### config.mk
export PLATFORM = sky130hd
export DESIGN_NAME = v3a_sat
export DESIGN_NICKNAME = d
export VERILOG_FILES = /design/src/rtl/v3a_sat.sv
export SDC_FILE = /design/constraint.sdc
export NUM_CORES = 1
export LEC_CHECK = 0
export BUFFER_PORTS_ARGS = -buffer_cell sky130_fd_sc_hd__buf_4
export CORE_UTILIZATION = 28
export DETAILED_ROUTE_END_ITERATION = 12
export PLACE_DENSITY = 0.88
export SLEW_MARGIN = 5
export SYNTH_ARGS = -nofsm -noshare
export SYNTH_HDL_FRONTEND = slang
export SYNTH_SLANG_ARGS = --single-unit
### constraint.sdc
create_clock -name vclk -period 1.1
set_input_delay 0.11 -clock vclk [all_inputs]
set_output_delay 0.11 -clock vclk [all_outputs]
set_load 0.02 [all_outputs]
### src/rtl/v3a_sat.sv
`timescale 1ns / 1ps
// Saturation of a signed value to the output word width.
module v3a_sat #(
    parameter int IW = 33,
    parameter int OW = 32
) (
    input  logic signed [IW-1:0] i_val,
    output logic signed [OW-1:0] o_val,
    output logic                 o_ovf
);

    generate
        if (IW > OW) begin : g_clip
            logic hi_ones;
            logic hi_zeros;
            assign hi_ones  = &i_val[IW-1:OW-1];
            assign hi_zeros = ~|i_val[IW-1:OW-1];
            assign o_ovf    = ~(hi_ones | hi_zeros);
            assign o_val    = o_ovf ? (i_val[IW-1] ? {1'b1, {(OW-1){1'b0}}}
                                                   : {1'b0, {(OW-1){1'b1}}})
                                    : i_val[OW-1:0];
        end else begin : g_ext
            assign o_ovf = 1'b0;
            assign o_val = OW'(i_val);
        end
    endgenerate

endmodule

## After elaboration in Yosys (flattened, before gate mapping)

Index checks and enable logic that the tools add are counted.

| storage, ports and cells | value |
|---|---|
| register bits | 0 |
| word-level logic and storage cells | 7 |
| output and inout port bits | 33 |
| bits of input ports | 33 |

| operators by class | value |
|---|---|
| reductions and logical operators | 3 |
| muxes and demuxes | 2 |
| bitwise logic cells | 2 |

Operator list:

| kind | number |
|---|---|
| $mux W32 | 2 |
| $reduce_and A2 Y1 | 1 |
| $reduce_or A2 Y1 | 1 |
| $logic_not A1 Y1 | 1 |
| $not A1 Y1 | 1 |
| $or A1 B1 Y1 | 1 |

## Longest topological paths before layout

| logic depth | value |
|---|---|
| depth in word-level cells | 4 |
| mapped depth | 6 |
| mapped depth without buffers | 4 |

## Least setup slack after synthesis

No wires, ideal clock.

| timing | value |
|---|---|
| path type | input-to-output |
| start | input port i_val[31] |
| end | output port o_val[0] |
| data arrival time | 0.979 ns |
| cell stages on the path | 6 |
| setup slack | 0.011 ns |
| required time | 0.990 ns |
| path buffers | 2 |
| cell sequence | inv_1 -> ha_1 -> buf_6 -> nor2_8 -> buf_8 -> a21o_1 |

| between the ends | value |
|---|---|
| longest elaborated chain between the ends | 4 |
| elaborated cells on any way between the ends | 5 |
| those cells by class | mux: 1; bitwise: 1; reduce/logical: 3 |

Ends and longest elaborated chain:

| item | RTL line | source |
|---|---|---|
| from (decl) | 7 | `input logic signed [IW-1:0] i_val,` |
| $reduce_or A2 Y1 | 17 | `assign hi_zeros = ~\|i_val[IW-1:OW-1];` |
| $logic_not A1 Y1 | 17 |  |
| $or A1 B1 Y1 * | 18 | `assign o_ovf = ~(hi_ones \| hi_zeros);` |
| $mux W32 * | 19 | `assign o_val = o_ovf ? (i_val[IW-1] ? {1'b1, {(OW-1){1'b0}}}` |
| to (decl) | 8 | `output logic signed [OW-1:0] o_val,` |

Every way passes the cells marked *; elsewhere a longest branch is shown, timed or not.

## Final worst setup path

| timing | value |
|---|---|
| start | input port i_val[32] |
| end | output port o_val[16] |

| between the ends | value |
|---|---|
| longest elaborated chain between the ends | 4 |
| elaborated cells on any way between the ends | 6 |
| those cells by class | mux: 2; bitwise: 1; reduce/logical: 3 |

Ends and longest elaborated chain:

| item | RTL line |
|---|---|
| $reduce_or A2 Y1 | 17 |
| $logic_not A1 Y1 | 17 |
| $or A1 B1 Y1 | 18 |
| $mux W32 * | 19 |

Marked as above.

==> flow_results.org <==
** Routing
- WL/cell :: about 14 µm
- Top Metal Used :: met4
- Vias :: roughly 600
- Post-route met1 wirelength :: between 500 and 600 µm
- After detailed routing, the total wire length is around 1700 µm.
- Drt first pass iters :: 2
- Count of antenna-violating nets left after detailed routing :: 0
- Met3 routed wirelength :: 140 µm
- First DRT Iteration DRCs :: 1
- DRC viols :: 0
- DR WL met2 :: 960 µm
- After detailed routing, the number of vias per cell comes to between 4 and 5.

** Floorplan
- After floorplanning, the core was sized to cover ~1200 µm².
- For this configuration, the core starts out at a cell density of around a third.
- Total Die Area :: between 1000 and 1500 µm²
- Measured along the y axis, the die boundary spans ~38 µm.
- In this run the count of I/O pins placed on the die edge is 66.
- Row generation in the floorplan step produced 12 rows.
- The die is around 38 µm wide.

** Final layout
- At the end of the flow, the number of nets in the layout was ~150.
- After routing the design area is ~1000 µm².
- Fraction of layout cells with a size suffix above 1 :: between 70% and 80%
- Area of all sequential standard cells :: 0 µm²
- For this run, the number of standard cells in the final layout without fillers is approximately 130.
- The design has 0 sequential cells.
- Total inserted antenna cells :: 0
- Synthesis-to-finish area growth :: 166.7%
- Cells fill 83.98% of the core in the end.
- Clk_buf instances :: 0

** Synth
- The synthesized netlist occupies a cell area of 364.1 µm².
- Cell count after synthesis :: between 40 and 50
- Mapped Avg Cell Area :: approximately 8.3 µm²
- Sequential fraction of the synthesis area :: 0%
- Number of warning messages in the yosys log :: 0
- Syn nets :: between 70 and 80
- Library cells used by synthesis :: 9

** Hold path
- Hold Startpoint :: i_val[10]
- The path with the worst hold slack has its endpoint at o_val[10].
- Number of stages on the worst hold path :: 3
- In this run the worst hold path is classified as input pin to primary output.

** Status
- Result of the run :: finished with violations
- Violations in the final reports :: setup timing

** Worst setup path
- The signal on the critical path passes through buf_6, ha_4, nor2_4, buf_6, a21o_1, buf_6.
- Setup crit end kind :: primary output
- For this run, the slowest stage of the critical path takes 0.35 ns.
- Worst Setup Path Type :: input pin to primary output
- Library cell contributing the largest single delay on the critical path :: ha_4
- Setup crit start kind :: input pin
- Data on the critical path arrives at its endpoint at approximately 1.0 ns.
- Largest fanout of any net on the critical path :: 8
- Dominant cell type by count on the critical path :: buf_6
- CP required :: 0.99 ns
- The critical path contains buffers and inverters numbering 3 combined.
- The kind of cell with the highest combined delay along the critical path is buffers and inverters.

** Placed design
- Routability-driven placement finished with a final weighted congestion of about 0.66.
- DP Cell Count :: between 100 and 150
- Number of I/O port buffers :: 66
- In this run the cell area measured after placement is approximately 840 µm².

** Power and ir drop
- Internal :: around 420 µW
- Comb pwr share :: 100.0%
- The analysis attributes to net switching a power of around 390 µW.
- Register share of total power :: 0%
- The worst-case IR drop observed on VDD is about 0.46 mV.
- Net Sw Frac :: about half
- Leak pwr :: between 0.0006 and 0.0007 µW
- In this run the power density over the cells is 830.9 nW/µm².
- Clk pwr share :: 0%

** Timing
- RSZ-0062 raised after global routing :: yes
- Worst Max-Slew Pin Slew :: about 0.23 ns
- Fin worst setup slack :: -0.04704 ns
- Tmin final :: 1.147 ns
- The number of hold violations in the final report is 0.
- Setup total negative slack :: -0.7733 ns
- Highest clock frequency the design can meet :: around 870 MHz
- Final period util :: 104.3%
- In this run the tightest slew margin relative to its limit is between 80% and 90%.
- WHS :: a little over 0.5 ns
- Final Setup Violations :: 32
- The number of pins exceeding their max-slew limit in the final report was 0.

** Flow run
- Max-cap violations in this run came to 0.

** Global route
- Initial antenna violation count :: 0
- Entering global routing, the biggest net connects 18 pins.
- GRT overflow :: 0
- First-pass GRT wire length :: ~2300 µm
- Total GRT Usage :: 22.10%
- The via count of the first global-routing pass was just over 500.

** CTS
- Buffers inserted to repair hold after CTS numbered 0.
-- Yosys cell counts --
| cell type | number | area share, % |
|---|---|---|
| buf_2 | 3 | 4.1 |
| a21o_2 | 1 | 2.4 |
| buf_8 | 3 | 12 |
| a21o_1 | 30 | 62 |
| inv_1 | 2 | 2.1 |
| or2_2 | 1 | 1.7 |
| nor2_8 | 1 | 5.5 |
| buf_6 | 1 | 3.1 |
| ha_1 | 2 | 6.9 |
-- cells in the final DEF, fill, tap and decap left out, drive strengths merged --
cell	netlist	routed
buf	7	72
a21o	31	31
nor2	1	3
inv	2	2
ha	2	2
or2	1	1
-- layout make-up --
class / count / area, µm²
tap: 14 / 17.52
fill: 76 / 185.2
multi-input combinational: 37 / 320.3
timing repair buffer: 72 / 623.1
inverter: 2 / 10.01
-- through the flow --
stage          power [µW]  worst slack [ns]
3_3_place_gp        687.8           -0.2184
3_5_place_dp        697.4           -0.2518
6_report            806.8          -0.04704
4_1_cts             803.1          -0.03182
2_1_floorplan       401.0           0.01132
5_1_grt             845.1          -0.07803
-- power by group through the flow --
| stage | sequential, µW | combinational, µW | clock (µW) |
|---|---|---|---|
| floorplan | 0 | 401 | 0 |
| global placement | 0 | 688 | 0 |
| detailed placement | 0 | 697 | 0 |
| CTS | 0 | 803 | 0 |
| global route | 0 | 845 | 0 |
| finish | 0 | 807 | 0 |
-- routing by layer --
| layer | track usage [%] | vias to the layer above |
|---|---|---|
| li1 | - | 294 |
| met1 | 23.26 | 274 |
| met2 | 44.92 | 31 |
| met3 | 2.907 | 4 |
| met4 | 4.464 | 0 |
| met5 | 0 | - |
-- worst max path at each step --
stage	startpoint	endpoint	slack [ns]	cells past startpoint
after floorplan	i_val[31]	o_val[0]	0.01	6
after global placement	i_val[31]	o_val[30]	-0.22	6
after detailed placement	i_val[31]	o_val[27]	-0.25	6
after CTS	i_val[31]	o_val[13]	-0.03	7
after global routing	i_val[31]	o_val[16]	-0.08	7
final	i_val[32]	o_val[16]	-0.05	6
-- logic make-up after synthesis --
group | share of synthesized area [%]
AOI/OAI and AO/OA | 64.26
buffers and inverters | 21.65
and+or+nand+nor | 7.218
adders and majority gates | 6.872
-- what timing repair did --
item	in CTS	in global routing
pin swaps	3	1
buffers inserted	2	0
gates resized for setup	26	0
endpoints found under the setup margin	32	32
gates cloned	2	0
No activity file was read; power rests on OpenSTA's default activity.
